$ cat src/rtl/brl_pkg.sv
package brl_pkg;

   // Coordinate width of the framebuffer grid.
   localparam int COORD_BITS = 6;
   localparam int DIM_BITS   = 7;
   localparam int CHAR_BITS  = 16;
   localparam int ERR_BITS   = COORD_BITS + 3;
   localparam int ERR_LIM    = 2 * ((1 << COORD_BITS) - 1);

   localparam int REQ_FIELD_BITS = 4 * COORD_BITS + 2 * CHAR_BITS;
   localparam int REQ_DATA_BITS  = ((REQ_FIELD_BITS + 7) / 8) * 8;
   localparam int RSP_FIELD_BITS = 2 * COORD_BITS + 2 * CHAR_BITS;
   localparam int RSP_DATA_BITS  = ((RSP_FIELD_BITS + 7) / 8) * 8;

   // Register indexes of the configuration port.
   localparam int CSR_IDX_BITS = 1;
   localparam logic [CSR_IDX_BITS-1:0] CSR_SCREEN_WIDTH  = 1'd0;
   localparam logic [CSR_IDX_BITS-1:0] CSR_SCREEN_HEIGHT = 1'd1;

   localparam logic [DIM_BITS-1:0] SCREEN_WIDTH_RST  = 7'd64;
   localparam logic [DIM_BITS-1:0] SCREEN_HEIGHT_RST = 7'd30;

   typedef enum logic [1:0] {
      ST_IDLE,
      ST_LOAD,
      ST_RUN
   } brl_state_type;

   typedef struct packed {
      logic load;   // latch the command word
      logic setup;  // derive deltas and error term
      logic emit;   // push one pixel word and advance the walker
   } brl_cmd_type;

   typedef struct packed {
      logic out_free;     // output register can take a word this cycle
      logic final_pixel;  // walker sits on the last pixel of the line
   } brl_sts_type;

endpackage

$ cat src/rtl/brl_ctrl.sv
module brl_ctrl (
   input  logic               clock,
   input  logic               reset,
   input  logic               req_tvalid,
   output logic               req_tready,
   input  brl_pkg::brl_sts_type sts,
   output brl_pkg::brl_cmd_type cmd
);
   import brl_pkg::*;

   brl_state_type state_ff, state_in;

   always_ff @(posedge clock) begin
      if (reset) begin
         state_ff <= ST_IDLE;
      end else begin
         state_ff <= state_in;
      end
   end

   always_comb begin
      state_in   = state_ff;
      cmd        = '0;
      req_tready = 1'b0;
      unique case (state_ff)
         ST_IDLE: begin
            req_tready = 1'b1;
            if (req_tvalid) begin
               cmd.load = 1'b1;
               state_in = ST_LOAD;
            end
         end
         ST_LOAD: begin
            cmd.setup = 1'b1;
            state_in  = ST_RUN;
         end
         ST_RUN: begin
            if (sts.out_free) begin
               cmd.emit = 1'b1;
               if (sts.final_pixel) begin
                  state_in = ST_IDLE;
               end
            end
         end
         default: begin
            state_in = ST_IDLE;
         end
      endcase
   end

   // Only one command at a time, and never a new word taken mid-line.
   a_cmd_onehot: assert property (@(posedge clock) disable iff (reset)
      $onehot0({cmd.load, cmd.setup, cmd.emit}))
      else $error("controller issued overlapping commands");

   a_setup_after_load: assert property (@(posedge clock) disable iff (reset)
      cmd.load |=> cmd.setup)
      else $error("setup did not follow a command load");

   a_no_accept_in_run: assert property (@(posedge clock) disable iff (reset)
      (state_ff == ST_RUN) |-> !req_tready)
      else $error("command accepted while a line is being walked");

endmodule

$ cat src/rtl/brl_datapath.sv
module brl_datapath (
   input  logic                                  clock,
   input  logic                                  reset,
   input  logic [brl_pkg::REQ_DATA_BITS-1:0]     req_tdata,
   input  logic                                  csr_we,
   input  logic [brl_pkg::CSR_IDX_BITS-1:0]      csr_index,
   input  logic [brl_pkg::DIM_BITS-1:0]          csr_wdata,
   input  brl_pkg::brl_cmd_type                  cmd,
   output brl_pkg::brl_sts_type                  sts,
   output logic                                  rsp_tvalid,
   input  logic                                  rsp_tready,
   output logic [brl_pkg::RSP_DATA_BITS-1:0]     rsp_tdata,
   output logic                                  rsp_tlast,
   output logic                                  rsp_tuser
);
   import brl_pkg::*;

   localparam int C = COORD_BITS;
   localparam int E = ERR_BITS;

   // Screen size registers.
   logic [DIM_BITS-1:0] width_ff, height_ff;

   always_ff @(posedge clock) begin
      if (reset) begin
         width_ff  <= SCREEN_WIDTH_RST;
         height_ff <= SCREEN_HEIGHT_RST;
      end else if (csr_we) begin
         unique case (csr_index)
            CSR_SCREEN_WIDTH:  width_ff  <= csr_wdata;
            CSR_SCREEN_HEIGHT: height_ff <= csr_wdata;
            default: ;
         endcase
      end
   end

   // Latched command word.
   logic [C-1:0]         sx_ff, sy_ff, ex_ff, ey_ff;
   logic [CHAR_BITS-1:0] glyph_ff, colour_ff;

   always_ff @(posedge clock) begin
      if (cmd.load) begin
         sx_ff     <= req_tdata[C-1:0];
         sy_ff     <= req_tdata[2*C-1:C];
         ex_ff     <= req_tdata[3*C-1:2*C];
         ey_ff     <= req_tdata[4*C-1:3*C];
         glyph_ff  <= req_tdata[4*C+CHAR_BITS-1:4*C];
         colour_ff <= req_tdata[4*C+2*CHAR_BITS-1:4*C+CHAR_BITS];
      end
   end

   // Setup: deltas, major axis, start point, error term.
   logic signed [C:0] dx, dy;
   logic [C-1:0]      adx, ady, major, minor, x0, y0;
   logic              xmaj, step_neg;
   logic signed [E-1:0] err_init, inc_hold, inc_step;

   always_comb begin
      dx   = $signed({1'b0, ex_ff}) - $signed({1'b0, sx_ff});
      dy   = $signed({1'b0, ey_ff}) - $signed({1'b0, sy_ff});
      adx  = dx[C] ? C'(-dx) : dx[C-1:0];
      ady  = dy[C] ? C'(-dy) : dy[C-1:0];
      xmaj = (ady <= adx);
      step_neg = !((dx[C] && dy[C]) ||
                   (!dx[C] && (dx != '0) && !dy[C] && (dy != '0)));
      major = xmaj ? adx : ady;
      minor = xmaj ? ady : adx;
      if (xmaj ? dx[C] : dy[C]) begin
         x0 = ex_ff;
         y0 = ey_ff;
      end else begin
         x0 = sx_ff;
         y0 = sy_ff;
      end
      err_init = $signed({2'b00, minor, 1'b0}) - $signed({3'b000, major});
      inc_hold = $signed({2'b00, minor, 1'b0});
      inc_step = $signed({2'b00, minor, 1'b0}) - $signed({2'b00, major, 1'b0});
   end

   // Walker state.
   logic [C-1:0]        x_ff, y_ff, cnt_ff;
   logic                xmaj_ff, step_neg_ff;
   logic signed [E-1:0] err_ff, hold_ff, step_ff;
   logic [C-1:0]        x_in, y_in, minor_step;
   logic signed [E-1:0] err_in;
   logic                hold;

   always_comb begin
      hold       = xmaj_ff ? err_ff[E-1] : (err_ff[E-1] || (err_ff == '0));
      minor_step = step_neg_ff ? {C{1'b1}} : C'(1);
      err_in     = err_ff + (hold ? hold_ff : step_ff);
      if (xmaj_ff) begin
         x_in = x_ff + C'(1);
         y_in = hold ? y_ff : y_ff + minor_step;
      end else begin
         y_in = y_ff + C'(1);
         x_in = hold ? x_ff : x_ff + minor_step;
      end
   end

   always_ff @(posedge clock) begin
      if (cmd.setup) begin
         x_ff        <= x0;
         y_ff        <= y0;
         cnt_ff      <= major;
         xmaj_ff     <= xmaj;
         step_neg_ff <= step_neg;
         err_ff      <= err_init;
         hold_ff     <= inc_hold;
         step_ff     <= inc_step;
      end else if (cmd.emit) begin
         x_ff   <= x_in;
         y_ff   <= y_in;
         cnt_ff <= cnt_ff - C'(1);
         err_ff <= err_in;
      end
   end

   // Output register.
   logic                 rsp_valid_ff;
   logic [C-1:0]         px_ff, py_ff;
   logic [CHAR_BITS-1:0] pg_ff, pc_ff;
   logic                 vis_ff, last_ff;

   always_ff @(posedge clock) begin
      if (reset) begin
         rsp_valid_ff <= 1'b0;
      end else if (cmd.emit) begin
         rsp_valid_ff <= 1'b1;
      end else if (rsp_tready) begin
         rsp_valid_ff <= 1'b0;
      end
   end

   always_ff @(posedge clock) begin
      if (cmd.emit) begin
         px_ff   <= x_ff;
         py_ff   <= y_ff;
         pg_ff   <= glyph_ff;
         pc_ff   <= colour_ff;
         vis_ff  <= ({1'b0, x_ff} < width_ff) && ({1'b0, y_ff} < height_ff);
         last_ff <= (cnt_ff == '0);
      end
   end

   assign sts.out_free    = !rsp_valid_ff || rsp_tready;
   assign sts.final_pixel = (cnt_ff == '0);

   assign rsp_tvalid = rsp_valid_ff;
   assign rsp_tdata  = RSP_DATA_BITS'({pc_ff, pg_ff, py_ff, px_ff});
   assign rsp_tlast  = last_ff;
   assign rsp_tuser  = vis_ff;

   a_cnt_down: assert property (@(posedge clock) disable iff (reset)
      (cmd.emit && !sts.final_pixel) |=> (cnt_ff == $past(cnt_ff) - C'(1)))
      else $error("pixel count did not step down");

   a_last_flag: assert property (@(posedge clock) disable iff (reset)
      cmd.emit |=> (rsp_tvalid && (rsp_tlast == $past(sts.final_pixel))))
      else $error("last flag does not match the pixel count");

   a_err_bound: assert property (@(posedge clock) disable iff (reset)
      cmd.emit |=> ((err_ff <= E'(ERR_LIM)) && (err_ff >= -E'(ERR_LIM))))
      else $error("error term left its bound");

endmodule

$ cat src/rtl/bresenham_line_rasterizer_unit.sv
// Bresenham line rasterizer. Each command word on the req_ channel carries two
// endpoints, a glyph code and a colour word; the block answers on the rsp_
// channel with one pixel write word per pixel of the integer Bresenham line,
// walked along the major axis from the endpoint with the smaller major-axis
// coordinate. rsp_tlast marks the final pixel of a line and rsp_tuser is the
// visible flag (pixel inside the programmed screen width and height); off-
// screen pixels are still emitted with the flag low. A line with a major-axis
// delta of n produces n+1 words. After acceptance the block latches the command,
// then sets up the deltas and error term, then emits one word per cycle from the
// single add-and-test error loop while rsp_tready does not stall it. The next
// command is accepted as soon as the last word of a line sits in the output
// register. Stalls on rsp_tready hold the walker. Program screen_width
// (index 0) and screen_height (index 1) only while the block is idle.
module bresenham_line_rasterizer_unit (
   input  logic                              clock,
   input  logic                              reset,
   // start_x, start_y, end_x, end_y, glyph, colour (lowest bits first)
   input  logic [brl_pkg::REQ_DATA_BITS-1:0] req_tdata,
   input  logic                              req_tvalid,
   output logic                              req_tready,
   // pixel_x, pixel_y, pixel_glyph, pixel_colour (lowest bits first)
   output logic [brl_pkg::RSP_DATA_BITS-1:0] rsp_tdata,
   // visible
   output logic                              rsp_tuser,
   output logic                              rsp_tlast,
   output logic                              rsp_tvalid,
   input  logic                              rsp_tready,
   input  logic                              csr_we,
   input  logic [brl_pkg::CSR_IDX_BITS-1:0]  csr_index,
   input  logic [brl_pkg::DIM_BITS-1:0]      csr_wdata
);
   import brl_pkg::*;

   brl_cmd_type cmd;
   brl_sts_type sts;

   // Sequence accept, setup and the per-pixel advance.
   brl_ctrl u_ctrl (
      .clock      (clock),
      .reset      (reset),
      .req_tvalid (req_tvalid),
      .req_tready (req_tready),
      .sts        (sts),
      .cmd        (cmd)
   );

   // Hold the command, walk the line and drive the output register.
   brl_datapath u_datapath (
      .clock      (clock),
      .reset      (reset),
      .req_tdata  (req_tdata),
      .csr_we     (csr_we),
      .csr_index  (csr_index),
      .csr_wdata  (csr_wdata),
      .cmd        (cmd),
      .sts        (sts),
      .rsp_tvalid (rsp_tvalid),
      .rsp_tready (rsp_tready),
      .rsp_tdata  (rsp_tdata),
      .rsp_tlast  (rsp_tlast),
      .rsp_tuser  (rsp_tuser)
   );

endmodule
$ cat config.mk
export PLATFORM = sky130hd
export DESIGN_NAME = bresenham_line_rasterizer_unit
export DESIGN_NICKNAME = d
export VERILOG_FILES = /design/src/rtl/brl_pkg.sv /design/src/rtl/brl_ctrl.sv /design/src/rtl/brl_datapath.sv /design/src/rtl/bresenham_line_rasterizer_unit.sv
export SDC_FILE = /design/constraint.sdc
export NUM_CORES = 1
export LEC_CHECK = 0
export ABC_AREA = 1
export BUFFER_PORTS_ARGS = -buffer_cell sky130_fd_sc_hd__buf_2
export CAP_MARGIN = 30
export CORE_ASPECT_RATIO = 1.25
export CORE_MARGIN = 4
export CORE_UTILIZATION = 49
export DETAILED_ROUTE_END_ITERATION = 16
export PLACE_DENSITY_LB_ADDON = 0.1
export SYNTH_ARGS = -nofsm -noshare
export SYNTH_HDL_FRONTEND = slang
export SYNTH_HIERARCHICAL = 1
export SYNTH_SLANG_ARGS = --single-unit
$ cat constraint.sdc
create_clock -name clock -period 7.51 [get_ports clock]
set_input_delay 0.3755 -clock clock [delete_from_list [all_inputs] [get_ports clock]]
set_output_delay 0.3755 -clock clock [all_outputs]
set_load 0.01 [all_outputs]
==> results.md, run 1 <==
* Total CTS buffers at 17
* Gate Count Post-Synth at 813
* Final setup viols at 0
* Post-CTS Resized at 0
* Cell Area, Placed at 9027 µm²
* Ant. Diodes at 0
* I/O pin count at 121
* Clk sink count at 161
* Die area at 18920 µm²
* Synth unique cells at 46
* Req. time, crit path at 7.69 ns
* Buffers & Inverters on Critical Path at 4
* Hold depth at 1
* Hold WS at 0.1230 ns
* Detailed Routing Iterations Pass 1 at 5
* Slowest stage delay, CP at 0.42 ns
* Detail Placement HPWL at 12770 µm
* Main combinational cell family by area after synthesis: simple AND/OR/NAND/NOR gates
* Pre-CTS WS at 2.778 ns
* Worst hold path type: in2reg
* Worst Clk Skew at 0.01628 ns
* Net Switching at 1194 µW
* Worst reg2reg setup slack at 2.70 ns
* Worst Hold Path EP: u_datapath/sy_ff[1]
* CTS Buffer Depth at 2
* CP Max Fanout at 19
* Gr usage total at 18.41%
* Die Span Y at 152.8 µm
* P_int at 2029 µW
* Number of setup buffers added after CTS at 0
* RSZ-0062 raised after global routing: no
* Global-route wire length before repair at 27120 µm
* Vias in the first global route at 5621
* PnR Total Power at 3223 µW
* Initial antenna violation count at 0
* Hold Vio Cnt, Final at 0
* Maximum VDD drop at 128.9 µV
* Initial detailed-routing violation count at 361
* Clock Power Share at 25.6%
* Nets at 1067
* Vias at 5834
* Async SR Flop Fraction at 0%
* Fillers at 1430
* CTS Root Cell: clkbuf_16
* Routed vias/inst at 4.995
* Status: complete, no violations
* Crit path top cell by count: nand2_1
* Most common cell in the netlist: nand2_1
* Final critical-path required period at 4.812 ns
* Adder-cell share of the synthesized area at 9.530%
* CP endpoint kind: register
* Slew Viols, Final at 0
* Power Density at 335.8 nW/µm²
* EDFF count, synth at 144
* H-tree Lvls at 4
* Seq/Total Area, Yosys at 56.75%
* Primary FF master, synth: edfxtp_1
* Synthesis warning total at 6
* Setup ws final at 2.698 ns
* Gate power share at 37.9%
* DR WL/cell at 14.45 µm
* Setup Crit Path Kind: reg2reg
* Most instantiated cells after synthesis: nand2_1 (198), edfxtp_1 (144), inv_1 (114)
* Synthesized area per cell at 10.11 µm²
* Fmax at 0.2078 GHz
* CP Depth at 29
* Post-Synth Simple-Gate Area at 17.28%
* Crit-path slowest cell: fa_1
* Max-cap violation count at 0
* Family with the most delay on the worst path: simple AND/OR/NAND/NOR gates
* Largest cells by area after synthesis: edfxtp_1 (53%), nand2_1 (9.0%), ha_1 (8.1%)
* Die width at 123.8 µm
* Pleak at 0.004396 µW
* FF-to-FF path depth at 29
* Tightest Pin Transition at 0.9134 ns
* Total core area at 16330 µm²
* Largest area contributor in the netlist: edfxtp_1
* Yosys reg bits at 161
* Fin crit share at 64.08%
* Worst-Skew Late Latency at 0.43 ns
* Overflow after GRT at 0
* ANT nets after route at 0
* Net Sw Frac at 37.04%
* CTS tree: built
* # rows at 52
* Cell area after layout at 9598 µm²
* Post-CTS Hold Buffers at 0
* DRC Markers at 0
* Initial core utilization at 50.33%
* Mux cell area share after synthesis at 0.1218%
* Share of the synthesized area in the top cell type at 52.61%
* Synth Cell Area at 8219 µm²
* Critical Path Source Type: register
* Worst-path clk slew at 0.07 ns
* Routed WL at 16880 µm
* Layout cell share with drive strength beyond 1 at 19.33%
* Slew headroom at 38.82%
* Synth Area in XOR/XNOR at 1.598%
* Min-Delay Startpoint: req_tdata[7]
* Reg2reg start: u_datapath/sx_ff[0]
* Part of the power in registers at 36.5%
* Pin count of the biggest net entering global routing at 48
* End of the worst register-to-register path: u_datapath/err_ff[6]
* Compound-gate portion of the synthesized area at 8.083%
* Critical path arrival at 4.99 ns
* Setup TNS at 0 ns
* Port bufs at 116
* Area delta synth->final at 16.78%
* Routability cong. at 0.9275
[cell type report]
type	count	area (µm²)	share of cell area, %
Timing Repair Buffer	119	603.1	6.283
Inverter	122	457.9	4.771
Tap cell	216	270.3	2.816
Clock buffer	19	442.9	4.615
Sequential cell	161	4664	48.60
Clock inverter	13	127.6	1.330
Multi-Input combinational cell	518	3032	31.59
[cells by family (layout without fill, tap and decap cells)]
family,Yosys count,count (layout)
and+or+nand+nor,323,323
DFF,161,161
buffers and inverters,137,273
AOI/OAI and AO/OA,116,116
adders and majority gates,59,59
xor gates and xnor gates,15,15
other,1,4
muxes,1,1
[registers in the layout, indices dropped and copies added (netlist names), 2 cells and up]
name	count
u_datapath/err_ff	9
u_datapath/cnt_ff	6
u_datapath/ey_ff	6
u_datapath/ex_ff	6
u_datapath/pg_ff	16
u_datapath/px_ff	6
u_ctrl/state_ff	2
u_datapath/hold_ff	6
u_datapath/colour_ff	16
u_datapath/height_ff	7
u_datapath/x_ff	6
u_datapath/y_ff	6
u_datapath/step_ff	7
u_datapath/py_ff	6
u_datapath/glyph_ff	16
u_datapath/sx_ff	6
u_datapath/pc_ff	16
u_datapath/width_ff	7
u_datapath/sy_ff	6
[worst max-delay path by stage]
stage	startpoint	to
after floorplan	u_datapath/sy_ff[0]	u_datapath/err_ff[6]
after global placement	u_datapath/sy_ff[0]	u_datapath/err_ff[6]
after detailed placement	u_datapath/sy_ff[0]	u_datapath/err_ff[6]
after CTS	u_datapath/sx_ff[0]	u_datapath/err_ff[6]
after global routing	u_datapath/ey_ff[0]	u_datapath/err_ff[6]
final	u_datapath/sx_ff[0]	u_datapath/err_ff[6]
[routing by layer]
metal | GRT usage (%) | wire length [µm] | part of all wire (%)
met3 | 3.788 | 873 | 5.2
met1 | 23.85 | 7595 | 45
met2 | 29.93 | 8061 | 48
met4 | 7.441 | 348 | 2.1
met5 | 0 | 0 | 0
[placed cells by master, fill, tap and decap left out, drive strengths merged]
cell type,n
conb,4
o22ai,10
xor2,10
nor2,38
dfxtp,17
o31ai,1
nor3,10
clkbuf,19
nor4,1
o21bai,3
mux2i,1
and3,1
edfxtp,144
a31oi,3
clkinvlp,2
a21oi,36
o21a,3
ha,53
buf,119
a211oi,3
inv,126
nand2,207
xnor2,5
clkinv,6
fa,6
o22a,1
nand3b,3
a21o,2
nand4,9
nand3,54
bufinv,1
o21ai,49
o221ai,1
o211ai,4
[power groups by stage]
stage | Clock, µW | Sequential (µW) | Combinational, µW
floorplan | 0 | 1190 | 926
global placement | 0 | 1200 | 1190
detailed placement | 0 | 1200 | 1210
CTS | 847 | 1180 | 1220
global route | 887 | 1190 | 1400
finish | 825 | 1180 | 1220
[stage by stage]
| stage | cells | utilization, % |
|---|---|---|
| after floorplan | 816 | - |
| after global placement | 1136 | 55.28 |
| after detailed placement | 1136 | 55.28 |
| after CTS | 1168 | 58.77 |
| after global routing | 1168 | 58.77 |
| final | 1168 | 58.77 |
(Power assumes the default switching activity.)
==> run 2: changes to the inputs <==
==> constraint.sdc (replaced) <==
create_clock -name clock -period 4.19 [get_ports clock]
set_input_delay 0.2095 -clock clock [delete_from_list [all_inputs] [get_ports clock]]
set_output_delay 0.2095 -clock clock [all_outputs]
set_load 0.01 [all_outputs]
==> run 2 against run 1 <==
The flow now finishes with violations (negative setup slack). Core utilization is 12 points higher. Combinational power grew to 3.2 times the previous value. Final cell count is 13% higher. Non-clock buffer count is 156 higher. Largest cell class unchanged.
==> results.md, run 2 (same netlist as run 1, synthesis figures left out) <==
* Status: finished, violations left
* Failing checks: negative setup slack
* Part of the power in registers at 28.1%
* Final core occ at 70.86%
* Clk sink count at 161
* Critical path arrival at 4.44 ns
* Die area at 18920 µm²
* Detailed Routing Iterations Pass 1 at 5
* Initial detailed-routing violation count at 447
* Layout cell share with drive strength beyond 1 at 34.27%
* CP Max Fanout at 5
* Setup Crit Path Kind: reg2reg
* Clock Power Share at 20.0%
* Reg area at 4664 µm²
* Area delta synth->final at 40.78%
* Worst-path clk slew at 0.07 ns
* Worst Clk Skew at 0.01241 ns
* Most frequent cells in the layout: nand2_1 (166), edfxtp_1 (144), buf_2 (116), inv_1 (102), buf_4 (94)
* Routability cong. at 0.8878
* Setup ws final at -0.08158 ns
* Ant. Diodes at 0
* # rows at 52
* Max-cap violation count at 0
* Hold Vio Cnt, Final at 0
* Initial core utilization at 50.33%
* Gate power share at 51.9%
* Gr usage total at 22.01%
* Final setup viols at 5
* H-tree Lvls at 4
* Fin crit share at 101.9%
* Slowest stage delay, CP at 0.44 ns
* Overflow after GRT at 0
* Port bufs at 116
* Pre-CTS WS at -0.2250 ns
* Most common library cell in the layout ignoring fill and taps: nand2_1
* CTS Buffer Depth at 2
* Global-route wire length before repair at 32660 µm
* Worst-Skew Late Latency at 0.43 ns
* CTS tree: built
* Total CTS buffers at 17
* Routed vias/inst at 5.179
* Power Density at 650.6 nW/µm²
* Routed WL at 21350 µm
* Slew Viols, Final at 0
* Vias in the first global route at 6785
* Die width at 123.8 µm
* Pleak at 0.005225 µW
* Maximum VDD drop at 397.5 µV
* Family with the most delay on the worst path: simple AND/OR/NAND/NOR gates
* P_int at 4610 µW
* Critical Path Source Type: register
* DR WL/cell at 16.11 µm
* Pin count of the biggest net entering global routing at 48
* I/O pin count at 121
* CTS Root Cell: clkbuf_16
* ANT nets after route at 0
* Multi-input logic area at 3622 µm²
* Detail Placement HPWL at 14150 µm
* Buffers & Inverters on Critical Path at 9
* Net Sw Frac at 38.77%
* Req. time, crit path at 4.36 ns
* Vias at 6862
* Crit path top cell by count: nand2_1
* Total core area at 16330 µm²
* CP endpoint kind: register
* Final critical-path required period at 4.272 ns
* RSZ-0062 raised after global routing: yes
* Fmax at 0.2341 GHz
* Initial antenna violation count at 0
* Worst hold path type: in2reg
* Die Span Y at 152.8 µm
* Net Switching at 2918 µW
* Nets at 1224
* DRC Markers at 0
* Fillers at 1177
* Tightest Pin Transition at 0.8979 ns
* Crit-path slowest cell: fa_2
* Slew headroom at 39.86%
-- run 2: final cells by class --
type / count / area share, %
sequential: 161 / 40.31
multi-input combinational: 519 / 31.30
timing repair buffer: 275 / 16.98
inverter: 122 / 4.022
clock buffer: 17 / 3.676
tap: 216 / 2.336
clock inverter: 15 / 1.373
-- run 2: power groups by stage --
stage          logic, µW  clock network (µW)  registers, µW
6_report            3910                1510           2120
5_1_grt             4240                1610           2130
4_1_cts             3230                1540           2120
3_5_place_dp        2650                   0           2150
3_3_place_gp        2580                   0           2140
2_1_floorplan       1700                   0           2130
-- run 2: path summary, 6_finish.rpt --
path / to / cells after the start / startpoint / slack, ns
worst max-delay path: u_datapath/err_ff[4] / 31 / u_datapath/sx_ff[3] / -0.08
worst min-delay path: u_datapath/width_ff[6] / 3 / csr_wdata[6] / 0.03
worst max register to register: u_datapath/err_ff[4] / 31 / u_datapath/sx_ff[3] / -0.08
worst min register to register: u_datapath/pg_ff[3] / 0 / u_datapath/glyph_ff[3] / 0.42
-- run 2: per-layer routing --
layer | wire [µm] | track usage, % | vias up
met5 | 0 | 0 | -
met3 | 1165 | 4.010 | 56
li1 | - | - | 3329
met4 | 676 | 8.391 | 0
met2 | 11080 | 37.90 | 251
met1 | 8423 | 27.11 | 3226
-- run 2: metrics by stage --
stage                     cells  cell area, µm²  hold slack, ns  TNS [ns]  total power (µW)
after global routing       1325           11570         0.01309    -1.938              7980
after global placement     1194            9488          0.3864   -0.1939              4718
after CTS                  1307           11070        0.008137         0              6890
after floorplan             816            8255          0.2719         0              3828
after detailed placement   1194            9488          0.3876   -0.7995              4799
final                      1325           11570         0.02641   -0.2946              7528
-- run 2: what timing repair did --
action                                 in CTS  in global routing
buffers inserted                           24                 20
hold buffers                               57                  0
endpoints found under the hold margin      57                  0
cloned                                      1                  0
setup endpoints to repair                   5                  6
pin swaps                                  27                 56
resized for setup                          51                 92
-- run 2: worst reg2reg max path: cells and delay by family (launching register included) --
kind,cells,cell delay [ns]
compound gates,3,0.42
buf+inv,9,0.80
flops,1,0.40
fa+ha+maj,3,1.04
simple gates,16,1.37
==> run 3: changes to the inputs <==
--- a/config.mk
+++ b/config.mk
@@ -5,7 +5,6 @@
 export SDC_FILE = /design/constraint.sdc
 export NUM_CORES = 1
 export LEC_CHECK = 0
-export ABC_AREA = 1
 export BUFFER_PORTS_ARGS = -buffer_cell sky130_fd_sc_hd__buf_2
 export CAP_MARGIN = 30
 export CORE_ASPECT_RATIO = 1.25
==> run 3 against run 2 <==
The run still ends with negative setup slack left. Non-clock buffer count grew 29. Worst hold slack hardly changed. Wire length down 3.0%. Sequential power increased by 3%. Total power increased by 21%. Critical path depth is 11 lower. Global-route usage is 0.13 points lower. Area after synthesis shrank 1.0%. Clock skew decreased by 0.0039 ns. Combinational power up 38%. Design area up 2.0%. Critical path type unchanged. Largest cell class unchanged.
==> results.md, run 3 <==
* Die area at 18740 µm²
* Final critical-path required period at 4.675 ns
* Gr usage total at 21.88%
* I/O pin count at 121
* CTS tree: built
* Synth Cell Area at 8135 µm²
* Routed vias/inst at 5.303
* Ant. Diodes at 0
* Total core area at 16270 µm²
* Die width at 123.3 µm
* # rows at 52
* Seq/Total Area, Yosys at 57.34%
* Failing checks: negative setup slack
* Main combinational cell family by area after synthesis: compound AO/OA/AOI/OAI gates
* CTS Root Cell: clkbuf_16
* Worst-Skew Late Latency at 0.43 ns
* Slew headroom at 40.31%
* Routability cong. at 0.9175
* DR WL/cell at 17.19 µm
* Pleak at 0.004890 µW
* Vias in the first global route at 6642
* FF-to-FF path depth at 20
* Pin count of the biggest net entering global routing at 52
* Final setup viols at 24
* Synth unique cells at 66
* Most common library cell in the layout ignoring fill and taps: edfxtp_1
* Compound-gate portion of the synthesized area at 12.81%
* Primary FF master, synth: edfxtp_1
* Vias at 6385
* Reg2reg start: u_datapath/ex_ff[0]
* Fmax at 0.2139 GHz
* Detailed Routing Iterations Pass 1 at 5
* ANT nets after route at 0
* Total CTS buffers at 17
* Hold WS at 0.02650 ns
* RSZ-0062 raised after global routing: yes
* Fin crit share at 111.6%
* Critical Path Source Type: register
* CP endpoint kind: register
* Setup ws final at -0.4853 ns
* Power Density at 769.8 nW/µm²
* Most frequent cells in the layout: edfxtp_1 (144), buf_2 (116), buf_4 (116), dlygate4sd3_1 (56), inv_1 (53)
* Global-route wire length before repair at 32180 µm
* DRC Markers at 0
* Adder-cell share of the synthesized area at 9.628%
* Most common cell in the netlist: edfxtp_1
* Largest area contributor in the netlist: edfxtp_1
* Layout cell share with drive strength beyond 1 at 39.37%
* Hold Vio Cnt, Final at 0
* EDFF count, synth at 144
* Critical path arrival at 4.84 ns
* Die Span Y at 152.1 µm
* Largest cells by area after synthesis: edfxtp_1 (53%), ha_1 (8.2%), dfxtp_1 (4.2%)
* Async SR Flop Fraction at 0%
* Final core occ at 72.53%
* Slew Viols, Final at 0
* Fillers at 1112
* Initial detailed-routing violation count at 462
* Gate Count Post-Synth at 668
* Most instantiated cells after synthesis: edfxtp_1 (144), a21oi_1 (66), inv_1 (57)
* Nets at 1103
* Synthesis warning total at 6
* Critical Path Sink: u_datapath/err_ff[6]
* Initial core utilization at 50.02%
* Overflow after GRT at 0
* Worst Clk Skew at 0.008460 ns
* Maximum VDD drop at 546.2 µV
* Status: finished, violations left
* Synth Area in XOR/XNOR at 3.953%
* Synthesized area per cell at 12.18 µm²
* Tightest Pin Transition at 0.8912 ns
* Initial antenna violation count at 0
* Routed WL at 20700 µm
* CTS Buffer Depth at 2
* Yosys reg bits at 161
* Max-cap violation count at 0
* Worst reg2reg setup slack at -0.49 ns
* CP Max Fanout at 6
* CP Launch Point: u_datapath/ex_ff[0]
* Worst hold path type: in2reg
* Setup Crit Path Kind: reg2reg
* Post-Synth Simple-Gate Area at 9.197%
* H-tree Lvls at 4
* Clk sink count at 161
* End of the worst register-to-register path: u_datapath/err_ff[6]
* Share of the synthesized area in the top cell type at 53.15%
* Req. time, crit path at 4.35 ns
* Detail Placement HPWL at 14080 µm
* Area delta synth->final at 45.02%
* Mux cell area share after synthesis at 3.291%
* Port bufs at 116
* Worst-path clk slew at 0.07 ns
[run 3: stage by stage]
stage	power (µW)	TNS, ns	instances	setup WS (ns)	area [µm²]
2_1_floorplan	4579	-1.282	671	-0.2966	8278
3_3_place_gp	5861	-3.966	1078	-0.4350	9754
3_5_place_dp	5980	-6.522	1079	-0.5406	9774
4_1_cts	8586	-4.055	1194	-0.4185	11530
5_1_grt	9568	-8.288	1204	-0.6280	11800
6_report	9082	-4.816	1204	-0.4853	11800
[run 3: cells by family (layout without fill, tap and decap cells)]
group           after synthesis  count (layout)
other cells                   1               4
flops                       161             161
mux                          24              24
simple gates                155             155
compound gates              157             157
buf+inv                      76             393
xor+xnor                     35              35
fa+ha+maj                    59              59
[run 3: final cells by class]
type | instances | area [µm²] | share of cell area, %
inverters | 57 | 224.0 | 1.898
repair buffers | 304 | 2263 | 19.19
flip-flops and latches | 161 | 4664 | 39.54
clock inverters | 14 | 146.4 | 1.241
clock buffers | 18 | 429.2 | 3.638
well taps | 216 | 270.3 | 2.291
multi-input cells | 434 | 3800 | 32.21
[run 3: worst min-delay path by stage]
stage                                          end  slack, ns  depth (start not counted)     startpoint
final                       u_datapath/width_ff[6]       0.03                          3   csr_wdata[6]
after global routing        u_datapath/width_ff[4]       0.03                          3   csr_wdata[4]
after CTS                   u_datapath/width_ff[6]      0.007                          3   csr_wdata[6]
after detailed placement  u_datapath/colour_ff[11]       0.39                          1  req_tdata[51]
after global placement      u_datapath/glyph_ff[0]       0.39                          1  req_tdata[24]
after floorplan                 u_ctrl/state_ff[1]       0.28                          1          reset
[run 3: report_power, final]
part | switching [µW] | internal [µW] | total, µW
combinational | 2610 | 2800 | 5410
sequential | 94.7 | 2080 | 2180
clock | 702 | 792 | 1490
[run 3: metal layers]
layer / GRT usage [%] / wire, µm
met5: 0 / 0
met4: 8.338 / 440
met3: 4.388 / 1138
met2: 38.91 / 10900
met1: 25.58 / 8217
[run 3: timing repair]
action,in CTS,in global routing
hold buffers,56,0
setup buffers,28,11
cloned,2,0
gates resized for setup,75,38
setup endpoints to repair,25,27
hold endpoints to repair,56,0
pin swaps,40,22
[run 3: critical path, cell delays in order (launching register included)]
cell,delay (ns)
edfxtp_1,0.39
inv_1,0.07
ha_2,0.18
fa_2,0.48
buf_4,0.18
a311o_1,0.29
a21oi_2,0.17
xnor2_2,0.10
ha_1,0.33
buf_6,0.13
nand4_1,0.13
a21oi_2,0.05
o31a_4,0.39
mux2_4,0.33
fa_2,0.34
a21o_1,0.17
a21oi_2,0.15
o21bai_1,0.09
a21oi_1,0.20
xnor2_1,0.14
a21oi_1,0.08
